`src/sv/cvp_pkg.sv`:
```
// Shared constants, types and saturation helpers of the cavity velocity predictor.
package cvp_pkg;

	localparam int COL_W     = 10;
	localparam int ROW_W     = 10;
	localparam int MAX_WIDTH = 1 << COL_W;
	localparam int MAX_HEIGHT = 1 << ROW_W;
	localparam int DIM_W     = 11;
	localparam int FRAC_BITS = 20;
	localparam int ADDR_W    = COL_W + 1;
	localparam int RAM_DEPTH = 2 * MAX_WIDTH;
	localparam int PADDR_W   = 5;
	localparam int N_STEPS   = 18;
	localparam int STEP_W    = 5;
	localparam int ACC_W     = 35;

	typedef enum logic [2:0] {
		REG_WIDTH,
		REG_HEIGHT,
		REG_ADV_X,
		REG_ADV_Y,
		REG_DIFF_X,
		REG_DIFF_Y,
		REG_LID
	} reg_idx_t;

	typedef struct packed {
		logic signed [31:0] u_in;
		logic signed [31:0] v_in;
		logic signed [31:0] p_in;
	} cell_t;

	typedef struct packed {
		logic [COL_W-1:0]   col_index;
		logic [ROW_W-1:0]   row_index;
		logic signed [31:0] u_new;
		logic signed [31:0] v_new;
		logic               last_of_grid;
	} res_t;

	typedef struct packed {
		logic [DIM_W-1:0]   grid_width;
		logic [DIM_W-1:0]   grid_height;
		logic [30:0]        adv_x_coef;
		logic [30:0]        adv_y_coef;
		logic [30:0]        diff_x_coef;
		logic [30:0]        diff_y_coef;
		logic signed [31:0] lid_speed;
	} cfg_t;

	typedef struct packed {
		cell_t            data;
		logic [COL_W-1:0] col;
		logic [ROW_W-1:0] row;
		logic             has_prev;
		logic             interior;
		logic             last_row;
		logic             last_grid;
	} job_t;

	typedef enum logic [2:0] {
		BK_IDLE,
		BK_READ,
		BK_MUL,
		BK_WRITE,
		BK_EMIT
	} back_state_t;

	function automatic logic signed [31:0] sat33(input logic signed [32:0] x);
		if (x[32] != x[31])
			return x[32] ? 32'sh8000_0000 : 32'sh7fff_ffff;
		return x[31:0];
	endfunction

	function automatic logic signed [31:0] sat35(input logic signed [ACC_W-1:0] x);
		if (x[ACC_W-1:31] != {(ACC_W-31){x[ACC_W-1]}})
			return x[ACC_W-1] ? 32'sh8000_0000 : 32'sh7fff_ffff;
		return x[31:0];
	endfunction

	function automatic logic signed [31:0] sub_sat(input logic signed [31:0] a,
		input logic signed [31:0] b);
		logic signed [32:0] d;
		d = {a[31], a} - {b[31], b};
		return sat33(d);
	endfunction

	// sat(sat(a-c) + sat(b-c)): the diffusion stencil
	function automatic logic signed [31:0] diff2(input logic signed [31:0] a,
		input logic signed [31:0] b, input logic signed [31:0] c);
		logic signed [31:0] d1;
		logic signed [31:0] d2;
		d1 = sub_sat(a, c);
		d2 = sub_sat(b, c);
		return sat33({d1[31], d1} + {d2[31], d2});
	endfunction

	// floor(p / 2^FRAC_BITS), saturated
	function automatic logic signed [31:0] fx_scale(input logic signed [63:0] p);
		logic signed [63:0] q;
		q = p >>> FRAC_BITS;
		if (q[63:31] != {33{q[63]}})
			return q[63] ? 32'sh8000_0000 : 32'sh7fff_ffff;
		return q[31:0];
	endfunction

endpackage

```
`src/sv/cvp_queue.sv`:
```
// Two-entry queue between front and back ends.
module cvp_queue (
	input  logic           clk,
	input  logic           arst_n,
	input  logic           push_valid,
	output logic           push_ready,
	input  cvp_pkg::job_t  push_data,
	output logic           pop_valid,
	input  logic           pop_ready,
	output cvp_pkg::job_t  pop_data
);

	cvp_pkg::job_t ent_q [2];
	logic          wptr_q;
	logic          rptr_q;
	logic [1:0]    cnt_q;
	logic          push;
	logic          pop;

	assign push_ready = (cnt_q != 2'd2);
	assign pop_valid  = (cnt_q != 2'd0);
	assign pop_data   = ent_q[rptr_q];
	assign push       = push_valid && push_ready;
	assign pop        = pop_valid && pop_ready;

	always_ff @(posedge clk) begin
		if (push)
			ent_q[wptr_q] <= push_data;
	end

	always_ff @(posedge clk or negedge arst_n) begin
		if (!arst_n) begin
			wptr_q <= 1'b0;
			rptr_q <= 1'b0;
			cnt_q  <= 2'd0;
		end else begin
			if (push)
				wptr_q <= ~wptr_q;
			if (pop)
				rptr_q <= ~rptr_q;
			if (push && !pop)
				cnt_q <= cnt_q + 2'd1;
			else if (pop && !push)
				cnt_q <= cnt_q - 2'd1;
		end
	end

endmodule

```
`config.mk`:
```
export PLATFORM = sky130hd
export DESIGN_NAME = cvp_queue
export DESIGN_NICKNAME = d
export VERILOG_FILES = /design/src/sv/cvp_pkg.sv /design/src/sv/cvp_queue.sv
export SDC_FILE = /design/constraint.sdc
export NUM_CORES = 1
export LEC_CHECK = 0
export BUFFER_PORTS_ARGS = -buffer_cell sky130_fd_sc_hd__buf_2
export CELL_PAD_IN_SITES_DETAIL_PLACEMENT = 0
export CELL_PAD_IN_SITES_GLOBAL_PLACEMENT = 1
export CORE_MARGIN = 10
export CORE_UTILIZATION = 47
export CTS_CLUSTER_DIAMETER = 100
export DETAILED_ROUTE_END_ITERATION = 7
export HOLD_SLACK_MARGIN = 0.12
export PLACE_DENSITY = 0.81
export RECOVER_POWER = 100
export SLEW_MARGIN = 20
export SYNTH_ARGS = -nofsm -noshare
export SYNTH_HDL_FRONTEND = slang
export SYNTH_SLANG_ARGS = --single-unit
```
`constraint.sdc`:
```
create_clock -name clk -period 11.9 [get_ports clk]
set_input_delay 3.57 -clock clk [delete_from_list [all_inputs] [get_ports clk]]
set_output_delay 3.57 -clock clk [all_outputs]
set_load 0.05 [all_outputs]
```
==> flow_summary.ini <==
[setup_path]
rr_worst_depth = 3
cp-start-kind = input port
endpoint_kind = register
cp.required_ns = 11.94
worst_ep_arrival_time_ns = 8.33
path_max_fanout = 64
criticalPathCategory = input port to register

[sta]
finalSetupTns_ns = 0
worst_pin_slew_ns = 3.626
fin_crit_sh = 0.6970
hold_slack_ns = 0.4968
slew_headroom = -1.417
fin_ws_ns = 3.606
max_freq_ghz = 0.1206
clock_skew_ns = 0.01073
finalSetupViolations = 0
maxSlewViolCount = 295
final_hold_viol_count = 0
grt_setup_unrepaired = no
min_period_ns = 8.294

[detailed_routing]
wl_met2_um = 9667
top_layer = met5
wl_met1_um = 6863
wl_met3_um = 1828
drtIter0Drc = 200
wirelength_um = 18730
avgRoutedWirePerCell_um = 20.67
drc = 0
drtAntennaViolNets = 0
via_count = 4544
vias_per_cell = 5.015
first_pass_iters = 4

[global_route]
grt_pass1_wl_um = 27790
grt_start_max_net_pins = 74
antenna_found_initial = 6
grt_use_total = 0.1436
overflow = 0
first_global_vias = 5008

[cells_and_area]
fin_util = 0.5813
final_net_count = 779
mostFrequentLayoutCells = edfxtp_1, clkbuf_1, mux2_2
final-instance-count-excl-fill = 906
area_growth_pct = 22.09
fin_area_mm2 = 0.01084
drive_gt1_frac = 0.3104
layout_commonest_cell = edfxtp_1

[worst_hold_path]
hold_depth = 1
hp-class = register to register

[power_and_ir_drop]
power_density_mw_per_mm2 = 303.3
totalPowerFinal_mw = 3.286
p_seq_frac = 0.387
leakagePower_nw = 3.643
switching_power_mw = 1.363
switching_share = 0.4148
intPower_mw = 1.923
ir_drop_uv = 184.6
combPwrFrac = 0.392
power_frac_clock = 0.221

[die]
dieArea_mm2 = 0.02478
core-area_mm2 = 0.01864
rows = 50
num_io_pins = 246
fp.dieH_um = 157.4
start_util = 0.4761
fp.dieW_um = 157.4

[clock_network]
cts_setup_buffers = 0
numCtsBuffers = 25
hold_buffers = 0
cts-root-buf = clkbuf_16
cts_resized = 0
clk_path_buf_depth = 3
cts_tree = done
clkTransAtPathRegs_ns = 0.06
clk_latency_ns = 0.51
cts.sinks = 244
htreeDepth = 1

[placement]
pre_cts_slack_ns = 5.903
dpl-instance-area_mm2 = 0.01032
io_buffers = 245
dp_cells = 861
dp_hpwl_um = 12760
gp_congestion = 0.7487

[job]
max_cap_viol_count = 5

[yosys]
ys_seq_area_frac = 0.8232
synth.area.top_cells = edfxtp_1, mux2_2, buf_6, dfrtp_1, xnor2_1
syn_avg_cell_area_um2 = 22.70
ys.warnings.count = 0
synth_cell_types = 15
synth_nets = 516
synth_seq_cells = 244
syn_area_mm2 = 0.008876
synth_top_area_cell = edfxtp_1
synthCells = 391
yosysTopAreaCellShare = 0.8120

[run_status]
violations = max-capacitance violations, max-slew violations
status = complete, but fails checks
-- power groups by stage --
stage               Clock [mW]  Combinational (mW)  Sequential (mW)
CTS                      0.748                1.36             1.26
finish                   0.725                1.29             1.27
floorplan                    0                1.11             1.25
detailed placement           0                1.35             1.27
global placement             0                1.35             1.26
global route             0.784                1.35             1.30
-- path summary, 6_finish.rpt --
kind | slack [ns] | to | from
worst max-delay path | 3.61 | ent_q[1][46] | push_valid
worst min-delay path | 0.50 | cnt_q[1] | cnt_q[1]
worst max register to register | 6.15 | ent_q[1][46] | cnt_q[0]
worst min register to register | 0.50 | cnt_q[1] | cnt_q[1]
max in group asynchronous | 8.74 | rptr_q | arst_n
min in group asynchronous | 2.92 | cnt_q[0] | arst_n
-- layer usage --
layer	vias to the layer above	track usage
met5	-	0
met4	8	0.04363
met3	34	0.05240
met2	176	0.2497
met1	2230	0.1613
li1	2096	-
-- cell type report --
class,instances,area [um^2]
well taps,234,292.8
clock buffers,32,651.9
repair buffers,249,1017
diodes,2,5.005
multi-input cells,133,1449
clock inverters,11,110.1
flip-flops and latches,244,7307
inverters,1,3.754
fillers,1528,7806
-- state kept, by name (all words and copies together), names as in the netlist --
name,cells
wptr_q,1
cnt_q,2
rptr_q,1
ent_q,240
-- cells in the mapped netlist --
| cell type | number |
|---|---|
| nand2b_1 | 1 |
| edfxtp_1 | 240 |
| dfrtp_1 | 4 |
| xor2_1 | 2 |
| buf_6 | 9 |
| inv_1 | 1 |
| xnor2_1 | 3 |
| buf_2 | 3 |
| mux2_2 | 120 |
| nand2_1 | 2 |
| or2_2 | 1 |
| buf_4 | 1 |
| and3_1 | 1 |
| ha_1 | 1 |
| nor2_1 | 2 |
-- cell families after synthesis --
kind of cell             count (synthesis)  share of synthesized area
flip-flops                             244                     0.8232
multiplexers                           120                     0.1522
XOR/XNOR                                 5                   0.004935
buffers and inverters                   14                    0.01438
AND/OR/NAND/NOR                          7                   0.003808
adder cells (fa/ha/maj)                  1                   0.001409
-- worst max-delay path: stages --
cell and delay, ns:
clkbuf_1 0.08, and3_1 1.96, clkbuf_1 2.60
(Power assumes the default switching activity.)
