## src/sv/cvp_pkg.sv

```systemverilog
// Shared constants, types and saturation helpers of the cavity velocity predictor.
package cvp_pkg;

	localparam int COL_W     = 10;
	localparam int ROW_W     = 10;
	localparam int MAX_WIDTH = 1 << COL_W;
	localparam int MAX_HEIGHT = 1 << ROW_W;
	localparam int DIM_W     = 11;
	localparam int FRAC_BITS = 20;
	localparam int ADDR_W    = COL_W + 1;
	localparam int RAM_DEPTH = 2 * MAX_WIDTH;
	localparam int PADDR_W   = 5;
	localparam int N_STEPS   = 18;
	localparam int STEP_W    = 5;
	localparam int ACC_W     = 35;

	typedef enum logic [2:0] {
		REG_WIDTH,
		REG_HEIGHT,
		REG_ADV_X,
		REG_ADV_Y,
		REG_DIFF_X,
		REG_DIFF_Y,
		REG_LID
	} reg_idx_t;

	typedef struct packed {
		logic signed [31:0] u_in;
		logic signed [31:0] v_in;
		logic signed [31:0] p_in;
	} cell_t;

	typedef struct packed {
		logic [COL_W-1:0]   col_index;
		logic [ROW_W-1:0]   row_index;
		logic signed [31:0] u_new;
		logic signed [31:0] v_new;
		logic               last_of_grid;
	} res_t;

	typedef struct packed {
		logic [DIM_W-1:0]   grid_width;
		logic [DIM_W-1:0]   grid_height;
		logic [30:0]        adv_x_coef;
		logic [30:0]        adv_y_coef;
		logic [30:0]        diff_x_coef;
		logic [30:0]        diff_y_coef;
		logic signed [31:0] lid_speed;
	} cfg_t;

	typedef struct packed {
		cell_t            data;
		logic [COL_W-1:0] col;
		logic [ROW_W-1:0] row;
		logic             has_prev;
		logic             interior;
		logic             last_row;
		logic             last_grid;
	} job_t;

	typedef enum logic [2:0] {
		BK_IDLE,
		BK_READ,
		BK_MUL,
		BK_WRITE,
		BK_EMIT
	} back_state_t;

	function automatic logic signed [31:0] sat33(input logic signed [32:0] x);
		if (x[32] != x[31])
			return x[32] ? 32'sh8000_0000 : 32'sh7fff_ffff;
		return x[31:0];
	endfunction

	function automatic logic signed [31:0] sat35(input logic signed [ACC_W-1:0] x);
		if (x[ACC_W-1:31] != {(ACC_W-31){x[ACC_W-1]}})
			return x[ACC_W-1] ? 32'sh8000_0000 : 32'sh7fff_ffff;
		return x[31:0];
	endfunction

	function automatic logic signed [31:0] sub_sat(input logic signed [31:0] a,
		input logic signed [31:0] b);
		logic signed [32:0] d;
		d = {a[31], a} - {b[31], b};
		return sat33(d);
	endfunction

	// sat(sat(a-c) + sat(b-c)): the diffusion stencil
	function automatic logic signed [31:0] diff2(input logic signed [31:0] a,
		input logic signed [31:0] b, input logic signed [31:0] c);
		logic signed [31:0] d1;
		logic signed [31:0] d2;
		d1 = sub_sat(a, c);
		d2 = sub_sat(b, c);
		return sat33({d1[31], d1} + {d2[31], d2});
	endfunction

	// floor(p / 2^FRAC_BITS), saturated
	function automatic logic signed [31:0] fx_scale(input logic signed [63:0] p);
		logic signed [63:0] q;
		q = p >>> FRAC_BITS;
		if (q[63:31] != {33{q[63]}})
			return q[63] ? 32'sh8000_0000 : 32'sh7fff_ffff;
		return q[31:0];
	endfunction

endpackage

```

## src/sv/cvp_front.sv

```systemverilog
// Front end: cell acceptance, raster position tracking and classification.
module cvp_front (
	input  logic                 clk,
	input  logic                 arst_n,
	input  logic                 cell_valid,
	output logic                 cell_ready,
	input  cvp_pkg::cell_t       cell_data,
	input  cvp_pkg::cfg_t        cfg,
	output logic                 job_valid,
	input  logic                 job_ready,
	output cvp_pkg::job_t        job
);

	logic [cvp_pkg::COL_W-1:0] col_q;
	logic [cvp_pkg::ROW_W-1:0] row_q;
	logic [cvp_pkg::DIM_W-1:0] w_eff;
	logic [cvp_pkg::DIM_W-1:0] h_eff;
	logic [cvp_pkg::COL_W-1:0] c;
	logic [cvp_pkg::ROW_W-1:0] r;
	logic [cvp_pkg::DIM_W-1:0] c1;
	logic [cvp_pkg::DIM_W-1:0] r1;
	logic                      take;

	always_comb begin
		w_eff = cfg.grid_width;
		if (cfg.grid_width < cvp_pkg::DIM_W'(3))
			w_eff = cvp_pkg::DIM_W'(3);
		else if (cfg.grid_width > cvp_pkg::DIM_W'(cvp_pkg::MAX_WIDTH))
			w_eff = cvp_pkg::DIM_W'(cvp_pkg::MAX_WIDTH);
		h_eff = cfg.grid_height;
		if (cfg.grid_height < cvp_pkg::DIM_W'(3))
			h_eff = cvp_pkg::DIM_W'(3);
		else if (cfg.grid_height > cvp_pkg::DIM_W'(cvp_pkg::MAX_HEIGHT))
			h_eff = cvp_pkg::DIM_W'(cvp_pkg::MAX_HEIGHT);

		// restart a counter that lies outside the grid
		c = ({1'b0, col_q} >= w_eff) ? '0 : col_q;
		r = ({1'b0, row_q} >= h_eff) ? '0 : row_q;
		c1 = {1'b0, c} + cvp_pkg::DIM_W'(1);
		r1 = {1'b0, r} + cvp_pkg::DIM_W'(1);

		job.data      = cell_data;
		job.col       = c;
		job.row       = r;
		job.has_prev  = (r != '0);
		job.interior  = (r >= cvp_pkg::ROW_W'(2)) && (c != '0) &&
			(c1 + cvp_pkg::DIM_W'(1) <= w_eff);
		job.last_row  = (r1 == h_eff);
		job.last_grid = (r1 == h_eff) && (c1 == w_eff);
	end

	assign job_valid  = cell_valid;
	assign cell_ready = job_ready;
	assign take       = cell_valid && job_ready;

	always_ff @(posedge clk or negedge arst_n) begin
		if (!arst_n) begin
			col_q <= '0;
			row_q <= '0;
		end else if (take) begin
			if (c1 >= w_eff) begin
				col_q <= '0;
				row_q <= (r1 >= h_eff) ? '0 : r1[cvp_pkg::ROW_W-1:0];
			end else begin
				col_q <= c1[cvp_pkg::COL_W-1:0];
				row_q <= r;
			end
		end
	end

endmodule

```

## config.mk

```make
export PLATFORM = sky130hd
export DESIGN_NAME = cvp_front
export DESIGN_NICKNAME = d
export VERILOG_FILES = /design/src/sv/cvp_pkg.sv /design/src/sv/cvp_front.sv
export SDC_FILE = /design/constraint.sdc
export NUM_CORES = 1
export LEC_CHECK = 0
export BUFFER_PORTS_ARGS = -buffer_cell sky130_fd_sc_hd__buf_2
export CAP_MARGIN = 0
export CORE_AREA = 2 2 157 159
export DETAILED_ROUTE_END_ITERATION = 8
export DIE_AREA = 0 0 159 161
export SYNTH_ARGS = -nofsm -noshare
export SYNTH_HDL_FRONTEND = slang
export SYNTH_SLANG_ARGS = --single-unit
```

## constraint.sdc

```tcl
create_clock -name clk -period 8.4 [get_ports clk]
set_input_delay 1.68 -clock clk [delete_from_list [all_inputs] [get_ports clk]]
set_output_delay 1.68 -clock clk [all_outputs]
set_load 0.01 [all_outputs]
```

==> impl_metrics.toml, run 1 <==
[outcome]
status = "completed"

[placement]
placed_cell_area_um2 = 4080
place.gp.congestion = 0.811
hpwlAfterDp_mm = 10.8
io_buffers = 51

[yosys]
seq_area_frac_synth_pct = 12.4
yosysMostFrequentCell = "buf_4"
synth_edf_count = 0
synth_area_leaders = "ha_1, buf_4, dfrtp_1"
syn-mean-instance-area_um2 = 7.81
yosysWarnings = 0
syn_inst = 515
async_reset_ff_share_pct = 100
synth_top_area_cell = "ha_1"
synth_cell_type_count = 67
synthTopCellsByCount = "buf_4, ha_1, nand2_1, nor2_1, inv_1"
synth_flop_cell = "dfrtp_1"
synth_top_cell_area_share_pct = 18.3
mappedNetlistArea_um2 = 4020
syn_nets = 852
synth_seq_cells = 20

[floorplanning]
io_pins = 400
initial_utilization_pct = 16.8
die_x_um = 159
die_y_um = 161
coreArea_um2 = 24000
rows = 57
dieArea_um2 = 25600

[min_path]
min_path_type = "reg2reg"
hp-start = "col_q[5]"
whs_endpoint = "col_q[5]"
hold_path_depth = 2

[route]
antenna_left = 0
firstDrtPassIters = 4
vias_per_cell = 4.19
drtIter0Drc = 142
drt-total-wl_mm = 12.9
num_vias = 3402
routedWlPerCell_um = 15.8
drc = 0

[clocking]
clk_latency_ns = 0.26
cts_sinks = 20
cts_buffers = 3
clk_pin_slew_worst_paths_ns = 0.05
cts_tree = "done"
cts-htree-levels = 1
cts_buffer_depth = 2
cts_root_buf = "clkbuf_16"

[worst_setup_path]
critPathRequiredTime_ns = 6.72
rr_endpoint = "row_q[1]"
arrival_ns = 6.36
cp-end-kind = "output pin"
r2r_start = "col_q[9]"
start_kind = "input port"
rr_worst_depth = 22
crit_fanout = 4
criticalPathCategory = "in2out"
r2r_slack_ns = 3.15

[grt]
antenna_found_initial = 0
grt_overflow = 0
grt_pass1_vias = 3382
grt_max_degree = 21
grt_pass1_wl_mm = 19.7
track_usage_pct = 9.78

[pwr]
p_seq_share_pct = 18.2
p_per_area_nw_per_um2 = 213
power_mw = 0.914
p_sw_mw = 0.426
power_frac_clock_pct = 14.6
p_leak_nw = 1.99
ir_drop_v = 0.0000977
p_int_mw = 0.488
swShare_pct = 46.6
power_frac_comb_pct = 67.2

[sta]
final-setup-viol-count = 0
slew_headroom_pct = 47.5
maxSlewViolCount = 0
max_freq_ghz = 0.124
min_period_ns = 8.04
hold_violations = 0
tightestPinTransition_ns = 0.786
skew_ns = 0.00836
holdWs_ns = 0.611
fin_crit_sh_pct = 95.7

[flow_run]
cap_violations = 0

[final_layout]
fill_cells = 2735
finalInstanceArea_um2 = 4290
layout-drive-gt1-share_pct = 26.4
nets = 826
syn2layout_area_growth_pct = 6.69
n_antenna_cell = 0
-- flip-flops by register name (all words and copies together), names as in the netlist --
name,count
col_q,10
row_q,10
-- how the worst max path moves through the flow --
stage                     cells past startpoint  slack, ns  startpoint     end
final                                        26       0.36    cfg[172]  job[2]
after global routing                         28     -0.008    cfg[172]  job[2]
after CTS                                    27       0.02    cfg[176]  job[2]
after detailed placement                     26      -0.13    cfg[176]  job[2]
after global placement                       28      -0.13    cfg[176]  job[2]
after floorplan                              24       0.44    cfg[176]  job[2]
-- area by class of cell --
class,instances,area (um^2),area share [%]
flip-flops and latches,20,500,11.7
well taps,324,405,9.44
repair buffers,85,510,11.9
inverters,22,86.3,2.01
clock inverters,1,30.0,0.700
multi-input cells,357,2690,62.5
clock buffers,3,75.1,1.75
-- placed cells by master (no fill, tap or decap), types with 3 or more instances in the layout --
cell type / Yosys / layout
dfrtp_1: 20 / 20
o21a_1: 3 / 3
a32o_1: 3 / 3
nor3_2: 1 / 3
a211oi_1: 5 / 3
nand3_1: 19 / 19
buf_4: 98 / 34
inv_1: 21 / 19
and3_1: 9 / 9
nor3_1: 8 / 6
o211ai_1: 4 / 4
o32ai_1: 3 / 3
nand2_1: 48 / 45
a21o_1: 10 / 10
nor2_1: 33 / 32
xor2_1: 7 / 7
nor2b_1: 6 / 6
nor4_1: 7 / 5
a31oi_1: 5 / 4
nor4_2: 1 / 3
o21ai_0: 11 / 10
a21oi_1: 17 / 16
a21o_2: 3 / 3
xnor2_1: 16 / 15
o31ai_1: 8 / 8
nand4_1: 7 / 7
clkbuf_16: 0 / 3
nand2_2: 1 / 4
ha_1: 59 / 58
and2_1: 14 / 14
and2_2: 3 / 3
a22o_1: 5 / 5
buf_2: 6 / 51
-- worst max-delay path, cell delays in order --
cell,delay (ns)
buf_2,0.12
nor4_2,0.26
buf_4,0.15
a21o_1,0.11
nand2_1,0.08
ha_1,0.30
a31oi_2,0.09
o31a_1,0.28
or2_4,0.26
nand2_2,0.08
inv_1,0.05
ha_2,0.18
nand2_2,0.08
and2b_2,0.25
xnor2_2,0.15
nor4_2,0.38
nand3_1,0.17
xnor2_1,0.16
ha_1,0.30
a211oi_2,0.22
o21ai_1,0.10
o31ai_1,0.27
a21oi_2,0.14
a221oi_2,0.22
buf_4,0.15
buf_2,0.11
-- power groups by stage --
stage               Combinational (mW)  Clock, mW  Sequential (mW)
detailed placement               0.592          0            0.165
CTS                              0.600      0.137            0.164
global placement                 0.580          0            0.166
floorplan                        0.460          0            0.140
global route                     0.693      0.140            0.172
finish                           0.614      0.134            0.166
-- layer usage --
layer  routed length [um]  track usage, %  part of all wire, %  vias up
met5                   54            1.52                 0.42        -
met4                   91            1.74                 0.71        2
met3                 1790            6.09                   14       15
met2                 5380            14.8                   42      130
met1                 5540            11.8                   43     1583
li1                     -               -                    -     1672
-- through the flow --
stage	setup WS [ns]	util, %	TNS (ns)	std cells
final	0.365	17.9	0	812
after global routing	-0.00822	17.9	-0.00822	812
after detailed placement	-0.134	17.0	-0.134	805
after global placement	-0.129	17.0	-0.129	805
after CTS	0.0156	17.5	0	809
after floorplan	0.436	-	0	515
-- logic make-up after synthesis --
kind of cell,Yosys count,synth area share (%)
AND/OR/NAND/NOR,174,22.6
buffers and inverters,138,22.8
AO/OA/AOI/OAI,98,17.8
adder cells (fa/ha/maj),59,18.3
XOR/XNOR,24,5.57
flip-flops,20,12.4
multiplexers,2,0.498
-- repair_timing --
item / in CTS / in global routing
endpoints found under the hold margin: 0 / 0
pin swaps: 1 / 15
endpoints found under the setup margin: 1 / 1
resized for setup: 1 / 20
hold buffers: 0 / 0
setup buffers: 0 / 3
(Power assumes the default switching activity.)
==> run 2: changes to the inputs <==
--- a/config.mk
+++ b/config.mk
@@ -7,9 +7,12 @@
 export LEC_CHECK = 0
 export BUFFER_PORTS_ARGS = -buffer_cell sky130_fd_sc_hd__buf_2
 export CAP_MARGIN = 0
-export CORE_AREA = 2 2 157 159
+export CELL_PAD_IN_SITES_DETAIL_PLACEMENT = 0
+export CELL_PAD_IN_SITES_GLOBAL_PLACEMENT = 1
+export CORE_AREA = 2 2 154 156
 export DETAILED_ROUTE_END_ITERATION = 8
-export DIE_AREA = 0 0 159 161
+export DIE_AREA = 0 0 156 158
+export PLACE_DENSITY_LB_ADDON = 0.1
 export SYNTH_ARGS = -nofsm -noshare
 export SYNTH_HDL_FRONTEND = slang
 export SYNTH_SLANG_ARGS = --single-unit
==> constraint.sdc (replaced) <==
create_clock -name clk -period 7.8 [get_ports clk]
set_input_delay 1.56 -clock clk [delete_from_list [all_inputs] [get_ports clk]]
set_output_delay 1.56 -clock clk [all_outputs]
set_load 0.01 [all_outputs]
==> run 2 against run 1 <==
- non-clock buffer count up 30
- sequential share of layout area down 0.91 points
- hold slack better by 0.023 ns
- count of clock-buffer cells in the layout unchanged
- via count up 3.8%
- final area up 8.5%
- routed wire length up 22%
- global-route usage up 3.0 points
- worst setup slack worse by 0.33 ns
- clock power up 10%
- die area down 3.7%
==> impl_metrics.toml, run 2 (same netlist as run 1, synthesis figures left out) <==
[route]
num_vias = 3531
antenna_left = 0
vias_per_cell = 4.37
drt-total-wl_mm = 15.7
firstDrtPassIters = 5
drc = 0
routedWlPerCell_um = 19.5
drtIter0Drc = 146

[floorplanning]
die_y_um = 158
die_x_um = 156
rows = 56
initial_utilization_pct = 17.5
dieArea_um2 = 24600
coreArea_um2 = 23100
io_pins = 400

[placement]
hpwlAfterDp_mm = 13.5
io_buffers = 51
place.gp.congestion = 0.757
dpl_worst_slack_ns = -0.735
dpl.cell_count = 797
placed_cell_area_um2 = 4230

[worst_setup_path]
cp-end-kind = "output pin"
crit_fanout = 6
arrival_ns = 6.20
critPathRequiredTime_ns = 6.24
criticalPathCategory = "in2out"
start_kind = "input port"

[outcome]
status = "completed"

[pwr]
swShare_pct = 46.8
p_int_mw = 0.581
power_frac_clock_pct = 13.5
power_frac_comb_pct = 70.7
p_leak_nw = 2.18
p_sw_mw = 0.511
p_seq_share_pct = 15.8
ir_drop_v = 0.0000838
p_per_area_nw_per_um2 = 234

[final_layout]
nets = 856
syn2layout_area_growth_pct = 15.7
top_regs = "col_q: 10 flops, row_q: 10 flops"
finalInstanceArea_um2 = 4660
layout_common_cells = "buf_4, ha_1, buf_2"
final_common_cell = "buf_4"
n_antenna_cell = 0
layoutNonFillerInstCount = 808
layout-drive-gt1-share_pct = 34.0
fill_cells = 2593

[clocking]
cts-htree-levels = 1
cts_sinks = 20
cts_buffers = 3
cts_buffer_depth = 2
cts_root_buf = "clkbuf_16"
cts_tree = "done"
clk_pin_slew_worst_paths_ns = 0.06
clk_latency_ns = 0.26
ctsHoldBuffers = 0

[sta]
tightestPinTransition_ns = 0.851
fin_crit_sh_pct = 99.5
max_freq_ghz = 0.129
maxSlewViolCount = 0
fin_ws_ns = 0.0354
skew_ns = 0.00630
min_period_ns = 7.76
hold_violations = 0
final-setup-viol-count = 0
slew_headroom_pct = 43.1
rsz0062_at_grt = "yes"

[grt]
track_usage_pct = 12.8
grt_pass1_wl_mm = 23.7
antenna_found_initial = 0
grt_max_degree = 21
grt_pass1_vias = 3711
grt_overflow = 0

[min_path]
min_path_type = "reg2reg"

[flow_run]
cap_violations = 0
-- run 2: critical path, cell delays in order --
cell      delay [ns]
buf_8           0.10
nor4_4          0.25
buf_4           0.16
a21oi_2         0.05
nor2_2          0.15
ha_1            0.24
nand2b_4        0.15
a31oi_4         0.16
o31a_1          0.21
or2_4           0.17
nand2_2         0.07
inv_2           0.11
ha_4            0.15
buf_6           0.12
and4b_1         0.21
a41oi_2         0.06
nor4_4          0.34
nand3_2         0.16
xnor2_2         0.17
ha_1            0.30
a211oi_2        0.28
o211ai_1        0.12
and3_1          0.20
o31ai_2         0.08
a21oi_2         0.13
a221oi_2        0.24
buf_4           0.17
buf_6           0.09
-- run 2: per-layer routing --
metal,vias up,share of wire (%),global-route usage [%]
met2,147,43,20.6
met5,-,0.44,1.86
li1,1737,-,-
met1,1599,43,16.0
met4,2,2.5,4.19
met3,46,10,4.33
-- run 2: power by group through the flow --
stage	registers (mW)	clock network, mW	logic, mW
2_1_floorplan	0.150	0	0.495
3_3_place_gp	0.174	0	0.709
3_5_place_dp	0.172	0	0.707
4_1_cts	0.174	0.151	0.781
5_1_grt	0.179	0.154	0.869
6_report	0.172	0.148	0.772
-- run 2: path summary, 6_finish.rpt --
check	startpoint	to	slack, ns	cells past startpoint
worst max-delay path	cfg[172]	job[2]	0.04	28
worst max register to register	col_q[8]	row_q[2]	2.61	23
min in group asynchronous	arst_n	row_q[9]	1.26	1
max in group asynchronous	arst_n	col_q[9]	6.19	1
worst min-delay path	row_q[1]	row_q[1]	0.63	1
worst min register to register	row_q[1]	row_q[1]	0.63	1
-- run 2: final cells by class --
class	count	area (um^2)	share of cell area (%)
well taps	290	363	7.79
inverters	22	90.1	1.93
flip-flops and latches	20	500	10.7
clock inverters	1	30.0	0.645
repair buffers	115	766	16.4
clock buffers	3	75.1	1.61
multi-input cells	357	2830	60.8
-- run 2: timing repair --
action | CTS | global route
pin swaps | 18 | 3
endpoints found under the hold margin | 0 | 0
resized for setup | 46 | 6
setup endpoints to repair | 1 | 3
buffers inserted | 6 | 1
-- run 2: stage by stage --
stage | setup TNS [ns] | util, % | hold WS (ns) | power, mW
after CTS | -0.0121 | 20.0 | 0.642 | 1.11
after floorplan | 0 | - | 0.531 | 0.646
after global routing | -0.287 | 20.2 | 0.667 | 1.20
after detailed placement | -0.735 | 18.4 | 0.628 | 0.879
after global placement | -0.720 | 18.4 | 0.639 | 0.884
final | 0 | 20.2 | 0.634 | 1.09
